===== config.mk =====
export PLATFORM = sky130hd
export DESIGN_NAME = byte_unstuff_deframer_flat
export DESIGN_NICKNAME = d
export VERILOG_FILES = /design/src/hw/rtl/bud_pkg.sv /design/src/hw/rtl/bud_ifs.sv /design/src/hw/rtl/bud_cfg_regs.sv /design/src/hw/rtl/bud_front.sv /design/src/hw/rtl/bud_queue.sv /design/src/hw/rtl/bud_back.sv /design/src/hw/rtl/byte_unstuff_deframer.sv /design/src/flat_wrapper.sv
export SDC_FILE = /design/constraint.sdc
export NUM_CORES = 1
export LEC_CHECK = 0
export BUFFER_PORTS_ARGS = -buffer_cell sky130_fd_sc_hd__buf_2
export CAP_MARGIN = 10
export CORE_MARGIN = 2
export CORE_UTILIZATION = 42
export CTS_CLUSTER_DIAMETER = 100
export DETAILED_ROUTE_END_ITERATION = 8
export REMOVE_ABC_BUFFERS = 1
export SLEW_MARGIN = 10
export SYNTH_ARGS = -nofsm -noshare
export SYNTH_HDL_FRONTEND = slang
export SYNTH_HIERARCHICAL = 1
export SYNTH_SLANG_ARGS = --single-unit

===== constraint.sdc =====
create_clock -name clk -period 5.5 [get_ports clk]
set_clock_uncertainty 0.2 [all_clocks]
set_input_delay 1.1 -clock clk [delete_from_list [all_inputs] [get_ports clk]]
set_output_delay 1.1 -clock clk [all_outputs]
set_load 0.05 [all_outputs]

===== src/hw/rtl/bud_pkg.sv =====
// ----------------------------------------------------------------------------
// bud_pkg
// Shared types and constants of the byte unstuffing deframer.
// ----------------------------------------------------------------------------
package bud_pkg;

	localparam int MAX_FRAME_BYTES = 4096;
	localparam int BYTE_W          = 8;
	localparam int COUNT_W         = 13;
	localparam int CFG_IDX_W       = 2;
	localparam int CFG_DATA_W      = 13;
	localparam int Q_DEPTH         = 2;
	localparam int Q_PTR_W         = 1;
	localparam int Q_CNT_W         = 2;

	localparam logic [BYTE_W-1:0]  START_MARKER_RST  = 8'd161;
	localparam logic [BYTE_W-1:0]  END_MARKER_RST    = 8'd162;
	localparam logic [BYTE_W-1:0]  ESCAPE_MARKER_RST = 8'd163;
	localparam logic [COUNT_W-1:0] LENGTH_LIMIT_RST  = 13'd4096;

	localparam logic FUNC_DATA      = 1'b0;
	localparam logic FUNC_NEW_FRAME = 1'b1;

	typedef enum logic [CFG_IDX_W-1:0] {
		CFG_START_MARKER,
		CFG_END_MARKER,
		CFG_ESCAPE_MARKER,
		CFG_LENGTH_LIMIT
	} cfg_idx_t;

	typedef enum logic [2:0] {
		ST_OK,
		ST_ENDED,
		ST_BAD,
		ST_RESTART,
		ST_NOSPACE
	} status_t;

	typedef struct packed {
		logic [BYTE_W-1:0]  start_marker;
		logic [BYTE_W-1:0]  end_marker;
		logic [BYTE_W-1:0]  escape_marker;
		logic [COUNT_W-1:0] length_limit;
	} cfg_t;

	typedef struct packed {
		logic              func;
		logic [BYTE_W-1:0] in_byte;
	} in_item_t;

	// classified item handed from the front to the back
	typedef struct packed {
		logic              func;
		logic [BYTE_W-1:0] in_byte;
		logic              is_start;
		logic              is_end;
		logic              is_esc;
		logic              inv_is_marker;
	} q_entry_t;

	typedef struct packed {
		status_t            status;
		logic               consumed;
		logic               out_valid;
		logic [BYTE_W-1:0]  out_byte;
		logic [COUNT_W-1:0] frame_length;
		logic               waiting_start;
		logic               frame_ended;
		logic               frame_bad;
	} out_item_t;

endpackage


===== src/hw/rtl/bud_ifs.sv =====
// ----------------------------------------------------------------------------
// bud channel interfaces
// Input stream, result stream and configuration write channel.
// ----------------------------------------------------------------------------
interface bud_in_if;
	logic              valid;
	logic              ready;
	bud_pkg::in_item_t data;
	modport source (output valid, output data, input ready);
	modport sink (input valid, input data, output ready);
endinterface

interface bud_out_if;
	logic               valid;
	logic               ready;
	bud_pkg::out_item_t data;
	modport source (output valid, output data, input ready);
	modport sink (input valid, input data, output ready);
endinterface

interface bud_cfg_if;
	logic                                 valid;
	logic                                 ready;
	logic [bud_pkg::CFG_IDX_W-1:0]        index;
	logic [bud_pkg::CFG_DATA_W-1:0]       wdata;
	modport source (output valid, output index, output wdata, input ready);
	modport sink (input valid, input index, input wdata, output ready);
endinterface


===== src/hw/rtl/bud_cfg_regs.sv =====
// ----------------------------------------------------------------------------
// bud_cfg_regs
// Marker and length limit registers behind the configuration write channel.
// ----------------------------------------------------------------------------
module bud_cfg_regs (
	input  logic          clk,
	input  logic          arst_n,
	bud_cfg_if.sink       cfg,
	output bud_pkg::cfg_t regs
);

	bud_pkg::cfg_t regs_q;

	assign cfg.ready = 1'b1;
	assign regs      = regs_q;

	always_ff @(posedge clk or negedge arst_n) begin
		if (!arst_n) begin
			regs_q.start_marker  <= bud_pkg::START_MARKER_RST;
			regs_q.end_marker    <= bud_pkg::END_MARKER_RST;
			regs_q.escape_marker <= bud_pkg::ESCAPE_MARKER_RST;
			regs_q.length_limit  <= bud_pkg::LENGTH_LIMIT_RST;
		end else if (cfg.valid && cfg.ready) begin
			case (bud_pkg::cfg_idx_t'(cfg.index))
				bud_pkg::CFG_START_MARKER: begin
					regs_q.start_marker <= cfg.wdata[bud_pkg::BYTE_W-1:0];
				end
				bud_pkg::CFG_END_MARKER: begin
					regs_q.end_marker <= cfg.wdata[bud_pkg::BYTE_W-1:0];
				end
				bud_pkg::CFG_ESCAPE_MARKER: begin
					regs_q.escape_marker <= cfg.wdata[bud_pkg::BYTE_W-1:0];
				end
				bud_pkg::CFG_LENGTH_LIMIT: begin
					regs_q.length_limit <= cfg.wdata[bud_pkg::COUNT_W-1:0];
				end
				default: begin
				end
			endcase
		end
	end

endmodule


===== src/hw/rtl/bud_front.sv =====
// ----------------------------------------------------------------------------
// bud_front
// Accepts input transactions and tags each byte against the markers.
// ----------------------------------------------------------------------------
module bud_front (
	bud_in_if.sink             src,
	input  bud_pkg::cfg_t      regs,
	input  logic               q_full,
	output logic               push,
	output bud_pkg::q_entry_t  push_data
);

	logic [bud_pkg::BYTE_W-1:0] inv_byte;

	assign src.ready = !q_full;
	assign push      = src.valid && !q_full;
	assign inv_byte  = ~src.data.in_byte;

	always_comb begin
		push_data.func          = src.data.func;
		push_data.in_byte       = src.data.in_byte;
		push_data.is_start      = (src.data.in_byte == regs.start_marker);
		push_data.is_end        = (src.data.in_byte == regs.end_marker);
		push_data.is_esc        = (src.data.in_byte == regs.escape_marker);
		// complemented byte after an escape must name one of the markers
		push_data.inv_is_marker = (inv_byte == regs.start_marker) ||
		                          (inv_byte == regs.end_marker) ||
		                          (inv_byte == regs.escape_marker);
	end

endmodule


===== src/hw/rtl/bud_queue.sv =====
// ----------------------------------------------------------------------------
// bud_queue
// Short FIFO of classified items between front and back.
// ----------------------------------------------------------------------------
module bud_queue (
	input  logic              clk,
	input  logic              arst_n,
	input  logic              push,
	input  bud_pkg::q_entry_t push_data,
	output logic              full,
	input  logic              pop,
	output logic              head_vld,
	output bud_pkg::q_entry_t head
);

	bud_pkg::q_entry_t                 mem_q [bud_pkg::Q_DEPTH];
	logic [bud_pkg::Q_PTR_W-1:0]       wr_ptr_q;
	logic [bud_pkg::Q_PTR_W-1:0]       rd_ptr_q;
	logic [bud_pkg::Q_CNT_W-1:0]       cnt_q;

	assign full     = (cnt_q == bud_pkg::Q_CNT_W'(bud_pkg::Q_DEPTH));
	assign head_vld = (cnt_q != '0);
	assign head     = mem_q[rd_ptr_q];

	always_ff @(posedge clk) begin
		if (push) begin
			mem_q[wr_ptr_q] <= push_data;
		end
	end

	always_ff @(posedge clk or negedge arst_n) begin
		if (!arst_n) begin
			wr_ptr_q <= '0;
			rd_ptr_q <= '0;
			cnt_q    <= '0;
		end else begin
			if (push) begin
				wr_ptr_q <= wr_ptr_q + bud_pkg::Q_PTR_W'(1);
			end
			if (pop) begin
				rd_ptr_q <= rd_ptr_q + bud_pkg::Q_PTR_W'(1);
			end
			if (push && !pop) begin
				cnt_q <= cnt_q + bud_pkg::Q_CNT_W'(1);
			end else if (pop && !push) begin
				cnt_q <= cnt_q - bud_pkg::Q_CNT_W'(1);
			end
		end
	end

endmodule


===== src/hw/rtl/bud_back.sv =====
// ----------------------------------------------------------------------------
// bud_back
// Frame state machine: decodes queued items and registers one result each.
// ----------------------------------------------------------------------------
module bud_back (
	input  logic              clk,
	input  logic              arst_n,
	input  bud_pkg::cfg_t     regs,
	input  logic              head_vld,
	input  bud_pkg::q_entry_t head,
	output logic              pop,
	bud_out_if.source         dst
);

	typedef enum logic [2:0] {
		PH_WAIT,
		PH_RAW,
		PH_NEG,
		PH_END,
		PH_FAIL
	} phase_t;

	phase_t                        phase_q, phase_d;
	logic [bud_pkg::COUNT_W-1:0]   count_q, count_d;
	logic [bud_pkg::COUNT_W-1:0]   limit;
	logic                          no_room;
	bud_pkg::out_item_t            res;
	bud_pkg::out_item_t            res_q;
	logic                          res_vld_q;

	assign limit = (regs.length_limit > bud_pkg::COUNT_W'(bud_pkg::MAX_FRAME_BYTES)) ?
	               bud_pkg::COUNT_W'(bud_pkg::MAX_FRAME_BYTES) : regs.length_limit;
	assign no_room = (count_q >= limit);

	// advance when the output register is free or being drained
	assign pop       = head_vld && (!res_vld_q || dst.ready);
	assign dst.valid = res_vld_q;
	assign dst.data  = res_q;

	always_comb begin
		phase_d       = phase_q;
		count_d       = count_q;
		res           = '0;
		res.status    = bud_pkg::ST_OK;
		if (head.func == bud_pkg::FUNC_NEW_FRAME) begin
			count_d = '0;
			phase_d = PH_WAIT;
		end else begin
			case (phase_q)
				PH_WAIT: begin
					res.consumed = 1'b1;
					count_d      = '0;
					if (head.is_start) begin
						phase_d = PH_RAW;
					end else begin
						phase_d    = PH_FAIL;
						res.status = bud_pkg::ST_BAD;
					end
				end
				PH_RAW: begin
					if (head.is_start) begin
						res.consumed = 1'b1;
						count_d      = '0;
						res.status   = bud_pkg::ST_RESTART;
					end else if (head.is_end) begin
						res.consumed = 1'b1;
						if (count_q == '0) begin
							phase_d    = PH_FAIL;
							res.status = bud_pkg::ST_BAD;
						end else begin
							phase_d    = PH_END;
							res.status = bud_pkg::ST_ENDED;
						end
					end else if (head.is_esc) begin
						res.consumed = 1'b1;
						phase_d      = PH_NEG;
					end else if (no_room) begin
						res.status = bud_pkg::ST_NOSPACE;
					end else begin
						res.consumed  = 1'b1;
						res.out_valid = 1'b1;
						res.out_byte  = head.in_byte;
						count_d       = count_q + bud_pkg::COUNT_W'(1);
					end
				end
				PH_NEG: begin
					if (head.is_start) begin
						res.consumed = 1'b1;
						count_d      = '0;
						phase_d      = PH_RAW;
						res.status   = bud_pkg::ST_RESTART;
					end else if (head.is_end || head.is_esc) begin
						res.consumed = 1'b1;
						phase_d      = PH_FAIL;
						res.status   = bud_pkg::ST_BAD;
					end else if (no_room) begin
						res.status = bud_pkg::ST_NOSPACE;
					end else begin
						res.consumed = 1'b1;
						if (head.inv_is_marker) begin
							res.out_valid = 1'b1;
							res.out_byte  = ~head.in_byte;
							count_d       = count_q + bud_pkg::COUNT_W'(1);
							phase_d       = PH_RAW;
						end else begin
							phase_d    = PH_FAIL;
							res.status = bud_pkg::ST_BAD;
						end
					end
				end
				PH_END: begin
					res.status = bud_pkg::ST_ENDED;
				end
				default: begin
					phase_d    = PH_FAIL;
					res.status = bud_pkg::ST_BAD;
				end
			endcase
		end
		res.frame_length  = count_d;
		res.waiting_start = (phase_d == PH_WAIT);
		res.frame_ended   = (phase_d == PH_END);
		res.frame_bad     = (phase_d == PH_FAIL);
	end

	always_ff @(posedge clk or negedge arst_n) begin
		if (!arst_n) begin
			phase_q   <= PH_WAIT;
			count_q   <= '0;
			res_vld_q <= 1'b0;
		end else begin
			if (pop) begin
				phase_q   <= phase_d;
				count_q   <= count_d;
				res_vld_q <= 1'b1;
			end else if (dst.ready) begin
				res_vld_q <= 1'b0;
			end
		end
	end

	always_ff @(posedge clk) begin
		if (pop) begin
			res_q <= res;
		end
	end

	a_wait_count_zero: assert property (@(posedge clk) disable iff (!arst_n)
		phase_q == PH_WAIT |-> count_q == '0)
		else $error("frame count nonzero while waiting for start");

	a_count_bounded: assert property (@(posedge clk) disable iff (!arst_n)
		count_q <= bud_pkg::COUNT_W'(bud_pkg::MAX_FRAME_BYTES))
		else $error("frame count above maximum frame size");

	a_nospace_holds_state: assert property (@(posedge clk) disable iff (!arst_n)
		pop && res.status == bud_pkg::ST_NOSPACE |=>
		$stable(count_q) && $stable(phase_q))
		else $error("out-of-space result changed the frame state");

	a_decode_consumes: assert property (@(posedge clk) disable iff (!arst_n)
		res_vld_q && res_q.out_valid |-> res_q.consumed &&
		res_q.status == bud_pkg::ST_OK)
		else $error("decoded byte without a consumed input");

endmodule


===== src/hw/rtl/byte_unstuff_deframer.sv =====
// ----------------------------------------------------------------------------
// byte_unstuff_deframer
// Byte unstuffing deframer with start, end and escape markers.
// ----------------------------------------------------------------------------
// One stuffed byte or new-frame command is taken per clock while the queue is
// not full, and each yields exactly one result transaction carrying status,
// the decoded byte if any and the frame state after that item. Sustained rate
// is one item per cycle while the output is ready; the frame state machine in
// the back end updates phase and byte count as it pops each item. A result
// passes through the two-entry queue and then the output register. The input
// side keeps accepting while a result waits at the output until the queue is
// full. Configuration writes are registered and are meant for idle periods.
module byte_unstuff_deframer (
	input  logic      clk,
	input  logic      arst_n,
	bud_in_if.sink    src,
	bud_out_if.source dst,
	bud_cfg_if.sink   cfg
);

	bud_pkg::cfg_t     regs;
	logic              q_full;
	logic              push;
	bud_pkg::q_entry_t push_data;
	logic              pop;
	logic              head_vld;
	bud_pkg::q_entry_t head;

	bud_cfg_regs u_cfg (
		.clk    (clk),
		.arst_n (arst_n),
		.cfg    (cfg),
		.regs   (regs)
	);

	bud_front u_front (
		.src       (src),
		.regs      (regs),
		.q_full    (q_full),
		.push      (push),
		.push_data (push_data)
	);

	bud_queue u_queue (
		.clk       (clk),
		.arst_n    (arst_n),
		.push      (push),
		.push_data (push_data),
		.full      (q_full),
		.pop       (pop),
		.head_vld  (head_vld),
		.head      (head)
	);

	bud_back u_back (
		.clk      (clk),
		.arst_n   (arst_n),
		.regs     (regs),
		.head_vld (head_vld),
		.head     (head),
		.pop      (pop),
		.dst      (dst)
	);

endmodule

===== src/flat_wrapper.sv =====
// flat-port wrapper written by rule: the top's interface ports become plain ports
module byte_unstuff_deframer_flat 
  (clk, arst_n, src_valid, src_data, src_ready, dst_valid, dst_data, dst_ready, cfg_valid, cfg_index, cfg_wdata, cfg_ready);
  bud_in_if src_i ();
  bud_out_if dst_i ();
  bud_cfg_if cfg_i ();
  input  logic clk;
  input  logic arst_n;
  input wire logic [$bits(src_i.valid)-1:0] src_valid;
  input wire logic [$bits(src_i.data)-1:0] src_data;
  output wire logic [$bits(src_i.ready)-1:0] src_ready;
  output wire logic [$bits(dst_i.valid)-1:0] dst_valid;
  output wire logic [$bits(dst_i.data)-1:0] dst_data;
  input wire logic [$bits(dst_i.ready)-1:0] dst_ready;
  input wire logic [$bits(cfg_i.valid)-1:0] cfg_valid;
  input wire logic [$bits(cfg_i.index)-1:0] cfg_index;
  input wire logic [$bits(cfg_i.wdata)-1:0] cfg_wdata;
  output wire logic [$bits(cfg_i.ready)-1:0] cfg_ready;
  assign src_i.valid = src_valid;
  assign src_i.data = src_data;
  assign src_ready = src_i.ready;
  assign dst_valid = dst_i.valid;
  assign dst_data = dst_i.data;
  assign dst_i.ready = dst_ready;
  assign cfg_i.valid = cfg_valid;
  assign cfg_i.index = cfg_index;
  assign cfg_i.wdata = cfg_wdata;
  assign cfg_ready = cfg_i.ready;
  byte_unstuff_deframer u_core (.clk(clk), .arst_n(arst_n), .src(src_i), .dst(dst_i), .cfg(cfg_i));
endmodule

==> metrics.yaml, run 1 <==
crit_path_max_fanout: 25
drive_above_1_share_pct: 27.5
finish.utilization_pct: 50.3
place_congestion: 0.908
yosysWarnings: 6
worst_pin_slew_ps: 1150
vias: 4530
hp-class: "reg -> reg"
finalSetupTns_ps: 0
dieArea_sq_um: 15300
die_w_microns: 124
cts_resized: 0
p_per_area_nw_per_um2: 491
antenna_found_initial: 0
viasPerCell: 5.76
fin_crit_sh_pct: 69.4
crit_type: "reg -> reg"
drv_cap: 0
cts-root-buf: "clkbuf_16"
synth_edf_count: 55
drtPass1Iterations: 8
grt_start_max_net_pins: 59
wl_per_cell_microns: 18.3
die_h_microns: 124
grt_pass1_vias: 4280
fin_crit_ps: 3820
cp-end-kind: "flop"
cts_max_path_buffers: 2
port_buffers: 59
grt_pass1_wl_mm: 23.1
path_clk_slew_ps: 50
start_util_pct: 43.3
leakage_nw: 2.69
status: "completed"
arrival_ps: 3870
max_freq_mhz: 262
dp_hpwl_mm: 10.3
vdd_drop_max_uv: 215
n_antenna_cell: 0
synth-seq-area-share_pct: 51.7
finalHoldViolCount: 0
drv_slew: 0
ant_nets: 0
io_pins: 61
slew_headroom_pct: 22.9
syn-cell-area_sq_um: 6030
ys_ff_latch: 113
setup_viol: 0
drc: 0
overflow: 0
grt.total_usage_pct: 20.1
core_area_sq_um: 13900
final_nets: 639
synth_top_flop_cell: "edfxtp_1"
h-tree-depth: 4
cts_tree: "done"
critPathLaunchType: "flop"
postCtsSetupBuffers: 0
cp.required_ps: 5550
areaGrowthSynthToFinish_pct: 16.2
rsz0062_at_grt: "false"
clk_latency_ps: 420
rows: 43
cts.sinks: 113
syn_inst: 542
cts_buffers: 17
yosysUniqueCellTypes: 67
final.fill_count: 1218
async_flop_share_pct: 51.3
routed_wl_mm: 14.4
drt_iter0_drc: 519
cts-hold-fix-buffers: 0
syn-mean-instance-area_sq_um: 11.1
==> worst max-delay path, cell delays in order, from the launching register on <==
cell and delay [ps]:
dfstp_2 530, inv_1 170, ha_1 360, a21oi_1 120, o21ai_0 140, a21oi_1 400, nand3_1 740, or4_1 790
a31oi_1 200
==> cell families after synthesis <==
kind of cell             synth area share, %
AO/OA/AOI/OAI                           12.0
XOR/XNOR                                4.67
adder cells (fa/ha/maj)                 3.32
buffers and inverters                   3.69
flip-flops                              51.7
multiplexers                            9.34
other                                 0.0622
AND/OR/NAND/NOR                         15.3
==> metal layers <==
layer	up-vias	wire length (microns)	track usage, %
met1	2198	6320	27.0
met2	190	6860	31.2
li1	2113	-	-
met4	0	312	7.53
met3	29	922	5.49
met5	-	0	0
==> power by group <==
group / internal [W] / total [W] / switching [W]
Sequential: 0.00113 / 0.00125 / 0.000118
Combinational: 0.000314 / 0.00110 / 0.000787
Clock: 0.000710 / 0.00109 / 0.000377
Total: 0.00216 / 0.00344 / 0.00128
==> sequential cells by signal (all words and copies together) (netlist names) <==
signal                   flops
u_core/u_back/dst.data      29
u_core/u_cfg/regs           37
u_core/u_queue/cnt_q         2
u_core/u_back/dst.valid      1
u_core/u_back/count_q       13
u_core/u_queue/rd_ptr_q      1
u_core/u_queue/wr_ptr_q      1
u_core/u_queue/mem_q        26
u_core/u_back/phase_q        3
==> cell type report <==
cell class / instances / area [sq um] / area share [%]
flip-flops and latches: 113 / 3120 / 44.5
multi-input cells: 385 / 2690 / 38.4
clock buffers: 25 / 528 / 7.53
repair buffers: 63 / 325 / 4.64
well taps: 180 / 225 / 3.21
clock inverters: 7 / 68.8 / 0.982
inverters: 14 / 52.6 / 0.750
==> synthesized netlist by cell type, drive strengths merged (7+ instances only) <==
| cell | number | area share, % |
|---|---|---|
| o21ai | 21 | 1.7 |
| o31ai | 7 | 0.87 |
| mux2 | 50 | 9.3 |
| inv | 14 | 0.87 |
| dfstp | 11 | 4.8 |
| nor2 | 45 | 2.9 |
| ha | 16 | 3.3 |
| dfrtp | 47 | 20 |
| o211ai | 7 | 0.95 |
| xnor2 | 25 | 3.6 |
| nand3 | 14 | 1.2 |
| clkbuf | 14 | 0.87 |
| nor3 | 8 | 0.83 |
| a31oi | 12 | 1.2 |
| nand4 | 13 | 1.3 |
| nor4 | 11 | 1.1 |
| or3 | 7 | 0.81 |
| edfxtp | 55 | 27 |
| nand2 | 46 | 2.9 |
| buf | 16 | 2.0 |
| a21oi | 25 | 2.1 |
==> cells in the final DEF (no fill, tap or decap), drive strengths merged, types with 3 or more instances in the layout <==
cell / netlist / routed
o211ai: 7 / 7
a31oi: 12 / 12
and2: 5 / 5
dfstp: 11 / 11
a22o: 4 / 4
nor3b: 3 / 3
clkbuf: 14 / 25
xor2: 5 / 5
nor2: 45 / 45
nand2b: 6 / 6
nand3: 14 / 14
xnor2: 25 / 25
nor3: 8 / 8
edfxtp: 55 / 55
dfrtp: 47 / 47
buf: 16 / 63
clkinv: 0 / 5
or4: 5 / 5
nor4: 11 / 11
and3: 3 / 3
o311ai: 3 / 3
o21ai: 21 / 21
o31ai: 7 / 7
inv: 14 / 15
nand2: 46 / 46
nor2b: 6 / 6
o21a: 3 / 3
nand4: 13 / 13
mux2: 50 / 50
o21bai: 3 / 3
or3: 7 / 7
or2: 4 / 4
a21oi: 25 / 25
ha: 16 / 16
==> through the flow <==
step / area (sq um) / instances / hold slack, ps / power [W] / setup slack (ps)
after floorplan: 5860 / 512 / 248 / 0.00206 / 2370
after global placement: 6410 / 755 / 265 / 0.00234 / 1910
after detailed placement: 6410 / 755 / 283 / 0.00236 / 1770
after CTS: 7010 / 787 / 290 / 0.00346 / 1740
after global routing: 7010 / 787 / 320 / 0.00361 / 1430
final: 7010 / 787 / 288 / 0.00344 / 1680
==> path summary, 6_finish.rpt <==
| check | cells past startpoint | endpoint | start | slack (ps) |
|---|---|---|---|---|
| setup / recovery | 8 | u_core/u_back/dst.data[14] | u_core/u_cfg/regs[12] | 1680 |
| hold / removal | 1 | u_core/u_queue/cnt_q[1] | u_core/u_queue/cnt_q[1] | 290 |
| setup reg to reg | 8 | u_core/u_back/dst.data[14] | u_core/u_cfg/regs[12] | 1680 |
| hold reg to reg | 1 | u_core/u_queue/cnt_q[1] | u_core/u_queue/cnt_q[1] | 290 |
| max in group asynchronous | 2 | u_core/u_back/count_q[9] | arst_n | 3950 |
| min in group asynchronous | 2 | u_core/u_back/count_q[8] | arst_n | 660 |
(Power assumes the default switching activity.)
==> run 2, diff against run 1 <==
==> constraint.sdc (replaced) <==
create_clock -name clk -period 3.3 [get_ports clk]
set_clock_uncertainty 0.2 [all_clocks]
set_input_delay 0.66 -clock clk [delete_from_list [all_inputs] [get_ports clk]]
set_output_delay 0.66 -clock clk [all_outputs]
set_load 0.05 [all_outputs]
==> run 2 against run 1 <==
Clock-buffer cell count decreased by 6. Maximum frequency increased by 24%. Non-clock buffer count increased by 23. Worst setup slack got worse by 1500 ps. Combinational power increased by 78%. Final area increased by 2.4%. Die area unchanged. Largest cell class unchanged.
==> metrics.yaml, run 2 (synthesis results as in run 1) <==
status: "completed"
vias: 4608
ant_nets: 0
wl_per_cell_microns: 18.2
finalSetupTns_ps: 0
port_buffers: 59
drt_iter0_drc: 369
cts_max_path_buffers: 2
largest_reg_flops: 37
crit_start: "u_core/u_cfg/regs[12]"
place_congestion: 0.920
min_from: "src_data[8]"
crit_path_max_fanout: 15
start_util_pct: 43.3
arrival_ps: 3180
layout_commonest_cell: "buf_2"
fin_crit_ps: 3090
slew_headroom_pct: 55.0
drv_cap: 0
drc: 0
io_pins: 61
fin_crit_sh_pct: 93.6
h-tree-depth: 4
cts-root-buf: "clkbuf_16"
antenna_found_initial: 0
rows: 43
vdd_drop_max_uv: 346
r2r-start: "u_core/u_cfg/regs[12]"
core_area_sq_um: 13900
cts.sinks: 113
max_freq_mhz: 324
dieArea_sq_um: 15300
grt.total_usage_pct: 20.9
dp_hpwl_mm: 10.8
rsz0062_at_grt: "false"
drv_slew: 0
die_h_microns: 124
grt_start_max_net_pins: 41
p_per_area_nw_per_um2: 814
layout_common_cells: "buf_2 (59), edfxtp_1 (55), mux2_2 (50)"
cts_tree: "done"
cp.required_ps: 3390
worst_pin_slew_ps: 674
grt_pass1_vias: 4474
n_antenna_cell: 0
hp-class: "in -> reg"
drtPass1Iterations: 4
final_nets: 662
drive_above_1_share_pct: 30.6
critPathLaunchType: "flop"
cts_buffers: 17
final.setup.worst_slack_ps: 211
routed_wl_mm: 14.8
overflow: 0
viasPerCell: 5.69
die_w_microns: 124
grt_pass1_wl_mm: 23.8
areaGrowthSynthToFinish_pct: 19.0
finalHoldViolCount: 0
post-place-ws_ps: 123
crit_type: "reg -> reg"
finish.utilization_pct: 51.5
cp-end-kind: "flop"
leakage_nw: 2.80
path_clk_slew_ps: 60
clk_latency_ps: 430
setup_viol: 0
## run 2: changes by cell type in the layout (fill, tap and decap cells not counted), sizes merged
cell	previous run	this run
clkinv	5	4
buf	63	85
clkinvlp	0	1
inv	15	21
clkbuf	25	19
dlygate4sd3	0	1
## run 2: metal layers
layer / part of all wire, % / wire length, microns / track usage, % / up-vias
met5: 0 / 0 / 0 / -
met4: 1.9 / 283 / 8.24 / 0
met3: 6.3 / 924 / 6.23 / 25
met2: 48 / 7040 / 32.2 / 161
met1: 44 / 6520 / 27.6 / 2259
li1: - / - / - / 2163
## run 2: stage by stage
| step | area, sq um | power [W] | hold slack [ps] | instances |
|---|---|---|---|---|
| 2_1_floorplan | 5860 | 0.00343 | 164 | 512 |
| 4_1_cts | 7170 | 0.00587 | 231 | 810 |
| 3_5_place_dp | 6580 | 0.00404 | 265 | 777 |
| 6_report | 7180 | 0.00584 | 240 | 810 |
| 5_1_grt | 7180 | 0.00614 | 224 | 810 |
| 3_3_place_gp | 6580 | 0.00401 | 262 | 777 |
## run 2: repair_timing
action                                  4_1_cts  5_1_grt
hold buffers                                  1        0
resized for setup                             0        2
endpoints found under the hold margin         1        0
endpoints found under the setup margin        0       11
setup buffers                                 0        0
## run 2: power breakdown
part / leakage, nW / switching, W / internal (W)
Sequential: 1.24 / 0.000184 / 0.00188
Clock: 0.291 / 0.000704 / 0.00111
Combinational: 1.28 / 0.00136 / 0.000606
Total: 2.80 / 0.00224 / 0.00360
## run 2: final timing paths
kind                                                    end  slack, ps  cells after the start
max in group asynchronous             u_core/u_cfg/regs[28]       1830                      3
min in group asynchronous              u_core/u_cfg/regs[8]        350                      2
worst max-delay path              u_core/u_back/dst.data[8]        210                     10
worst min register to register      u_core/u_queue/cnt_q[1]        290                      1
worst max register to register    u_core/u_back/dst.data[8]        210                     10
worst min-delay path            u_core/u_queue/mem_q[1][12]        240                      1
## run 2: final cells by class
type | count | area [sq um]
clock inverter | 13 | 123
sequential | 113 | 3120
timing repair buffer | 86 | 500
fill | 1240 | 6760
clock buffer | 19 | 464
tap | 180 | 225
multi-input combinational | 385 | 2700
inverter | 14 | 52.6
## run 2: worst max-delay path, stage by stage (launching register included)
cell	delay, ps
dfstp_2	540
inv_1	150
nand2_1	120
ha_1	250
a21oi_1	160
a21boi_1	120
o211ai_2	290
nand3_2	240
buf_4	260
or4_1	510
nand3_1	100
==> run 3, diff against run 2 <==
--- a/config.mk
+++ b/config.mk
@@ -8,7 +8,7 @@
 export BUFFER_PORTS_ARGS = -buffer_cell sky130_fd_sc_hd__buf_2
 export CAP_MARGIN = 10
 export CORE_MARGIN = 2
-export CORE_UTILIZATION = 42
+export CORE_UTILIZATION = 35
 export CTS_CLUSTER_DIAMETER = 100
 export DETAILED_ROUTE_END_ITERATION = 8
 export REMOVE_ABC_BUFFERS = 1
==> run 3 against run 2 <==
Worst setup slack improved by 42 ps. Critical path depth did not move. Global-route usage fell by 3.5 points. Via count fell by 0.48%. Clock-buffer cell count did not move. Worst hold slack got worse by 54 ps. Register-to-register slack improved by 40 ps. Power rose by 0.41%. Sequential cell count did not move. Cell count rose by 5.3%. Final area rose by 1.3%. Critical endpoint unchanged. Largest cell class unchanged. Largest power group unchanged.
==> metrics.yaml, run 3 (synthesis results as in run 1) <==
r2r-start: "u_core/u_cfg/regs[12]"
cts-hold-fix-buffers: 0
routed_wl_mm: 15.1
max_freq_mhz: 328
cp.required_ps: 3390
finalHoldViolCount: 0
path_clk_slew_ps: 60
critPathLaunchType: "flop"
leakage_nw: 2.83
drv_cap: 0
drive_above_1_share_pct: 31.3
drtPass1Iterations: 5
die_h_microns: 135
finalSetupTns_ps: 0
vdd_drop_max_uv: 444
areaGrowthSynthToFinish_pct: 20.5
worstRegToRegCells: 10
dieArea_sq_um: 18300
die_w_microns: 135
cts-root-buf: "clkbuf_16"
comb_power_share_pct: 34.3
rows: 47
largest_reg_flops: 37
arrival_ps: 3130
fin_crit_sh_pct: 92.3
grt.total_usage_pct: 17.4
internal_power_w: 0.00363
rsz0062_at_grt: "false"
worst_pin_slew_ps: 824
path_buf_inv: 2
fin_crit_ps: 3050
slew_headroom_pct: 44.6
post-place-ws_ps: 55.5
drc: 0
place_congestion: 0.973
setup_viol: 0
grt_pass1_wl_mm: 24.2
crit_start: "u_core/u_cfg/regs[12]"
rrSetupSlack_ps: 250
drv_slew: 0
hp-class: "in -> async"
h-tree-depth: 4
layout_commonest_cell: "buf_2"
drt_iter0_drc: 436
cts_tree: "done"
p_per_area_nw_per_um2: 807
dp_hpwl_mm: 11.1
status: "completed"
vias: 4586
crit_type: "reg -> reg"
cts_max_path_buffers: 2
cp-end-kind: "flop"
ant_nets: 0
hold_ws_ps: 185
final_nets: 665
final.setup.worst_slack_ps: 253
p_sw_share_pct: 38.0
crit_path_max_fanout: 16
crit_family: "simple AND/OR/NAND/NOR gates"
start_util_pct: 36.1
cp_slowest_cell: "dfstp_2"
wl_per_cell_microns: 17.7
crit_chain: "inv_1 > nand2_1 > ha_1 > a21oi_1 > a21boi_1 > o211ai_2 > nand3_4 > buf_4 > or4_1 > nand3_1"
grt_pass1_vias: 4519
cts.sinks: 113
clkPwrFrac_pct: 30.7
clk_latency_ps: 420
overflow: 0
layout_common_cells: "buf_2 (59), edfxtp_1 (55), mux2_2 (50)"
antenna_found_initial: 0
p_sw_w: 0.00223
r2r_end: "u_core/u_back/dst.data[8]"
io_pins: 61
n_antenna_cell: 0
crit_path_max_incr_delay_ps: 540
p_seq_share_pct: 35.0
grt_start_max_net_pins: 59
cts_buffers: 17
core_area_sq_um: 16700
viasPerCell: 5.38
port_buffers: 59
-- run 3: layout make-up --
class / instances / area, sq um
Fill cell: 1558 / 9430
Sequential cell: 113 / 3120
Multi-Input combinational cell: 385 / 2710
Timing Repair Buffer: 89 / 520
Clock buffer: 19 / 475
Tap cell: 220 / 275
Clock inverter: 13 / 121
Inverter: 14 / 52.6
-- run 3: worst max-delay path by stage --
stage                            endpoint  slack [ps]  cells after the start
2_1_floorplan  u_core/u_back/dst.data[14]         200                      9
3_3_place_gp    u_core/u_back/dst.data[8]         170                     10
3_5_place_dp    u_core/u_back/dst.data[8]          60                     10
4_1_cts         u_core/u_back/dst.data[8]          40                     10
5_1_grt         u_core/u_back/dst.data[8]          40                     10
6_report        u_core/u_back/dst.data[8]         250                     10
-- run 3: worst reg2reg max path: stages, from the launching register on --
cell and delay (ps):
dfstp_2 540, inv_1 150, nand2_1 130, ha_1 260
a21oi_1 180, a21boi_1 130, o211ai_2 310, nand3_4 180
buf_4 240, or4_1 510, nand3_1 90
-- run 3: metal layers --
metal  global-route usage, %  wire, microns  up-vias
li1                        -              -     2160
met1                    23.2           6720     2209
met2                    27.0           6920      187
met3                    4.15           1070       30
met4                    7.75            357        0
met5                       0              0        -
-- run 3: per-stage QoR --
| stage | std cells | power (W) | cell area [sq um] | utilization [%] |
|---|---|---|---|---|
| 6_report | 853 | 0.00586 | 7270 | 43.5 |
| 5_1_grt | 853 | 0.00616 | 7270 | 43.5 |
| 4_1_cts | 853 | 0.00589 | 7250 | 43.4 |
| 3_5_place_dp | 821 | 0.00407 | 6660 | 39.9 |
| 3_3_place_gp | 821 | 0.00403 | 6660 | 39.9 |
| 2_1_floorplan | 512 | 0.00343 | 5860 | - |
-- run 3: power by group through the flow --
stage | registers, W | clock network [W] | logic, W
after floorplan | 0.00252 | 0 | 0.000907
after global placement | 0.00207 | 0 | 0.00196
after detailed placement | 0.00208 | 0 | 0.00199
after CTS | 0.00206 | 0.00184 | 0.00199
after global routing | 0.00209 | 0.00192 | 0.00215
final | 0.00205 | 0.00180 | 0.00201
-- run 3: repair_timing --
item,in CTS,in global routing
setup endpoints to repair,0,10
gates resized for setup,0,3
setup buffers,0,0
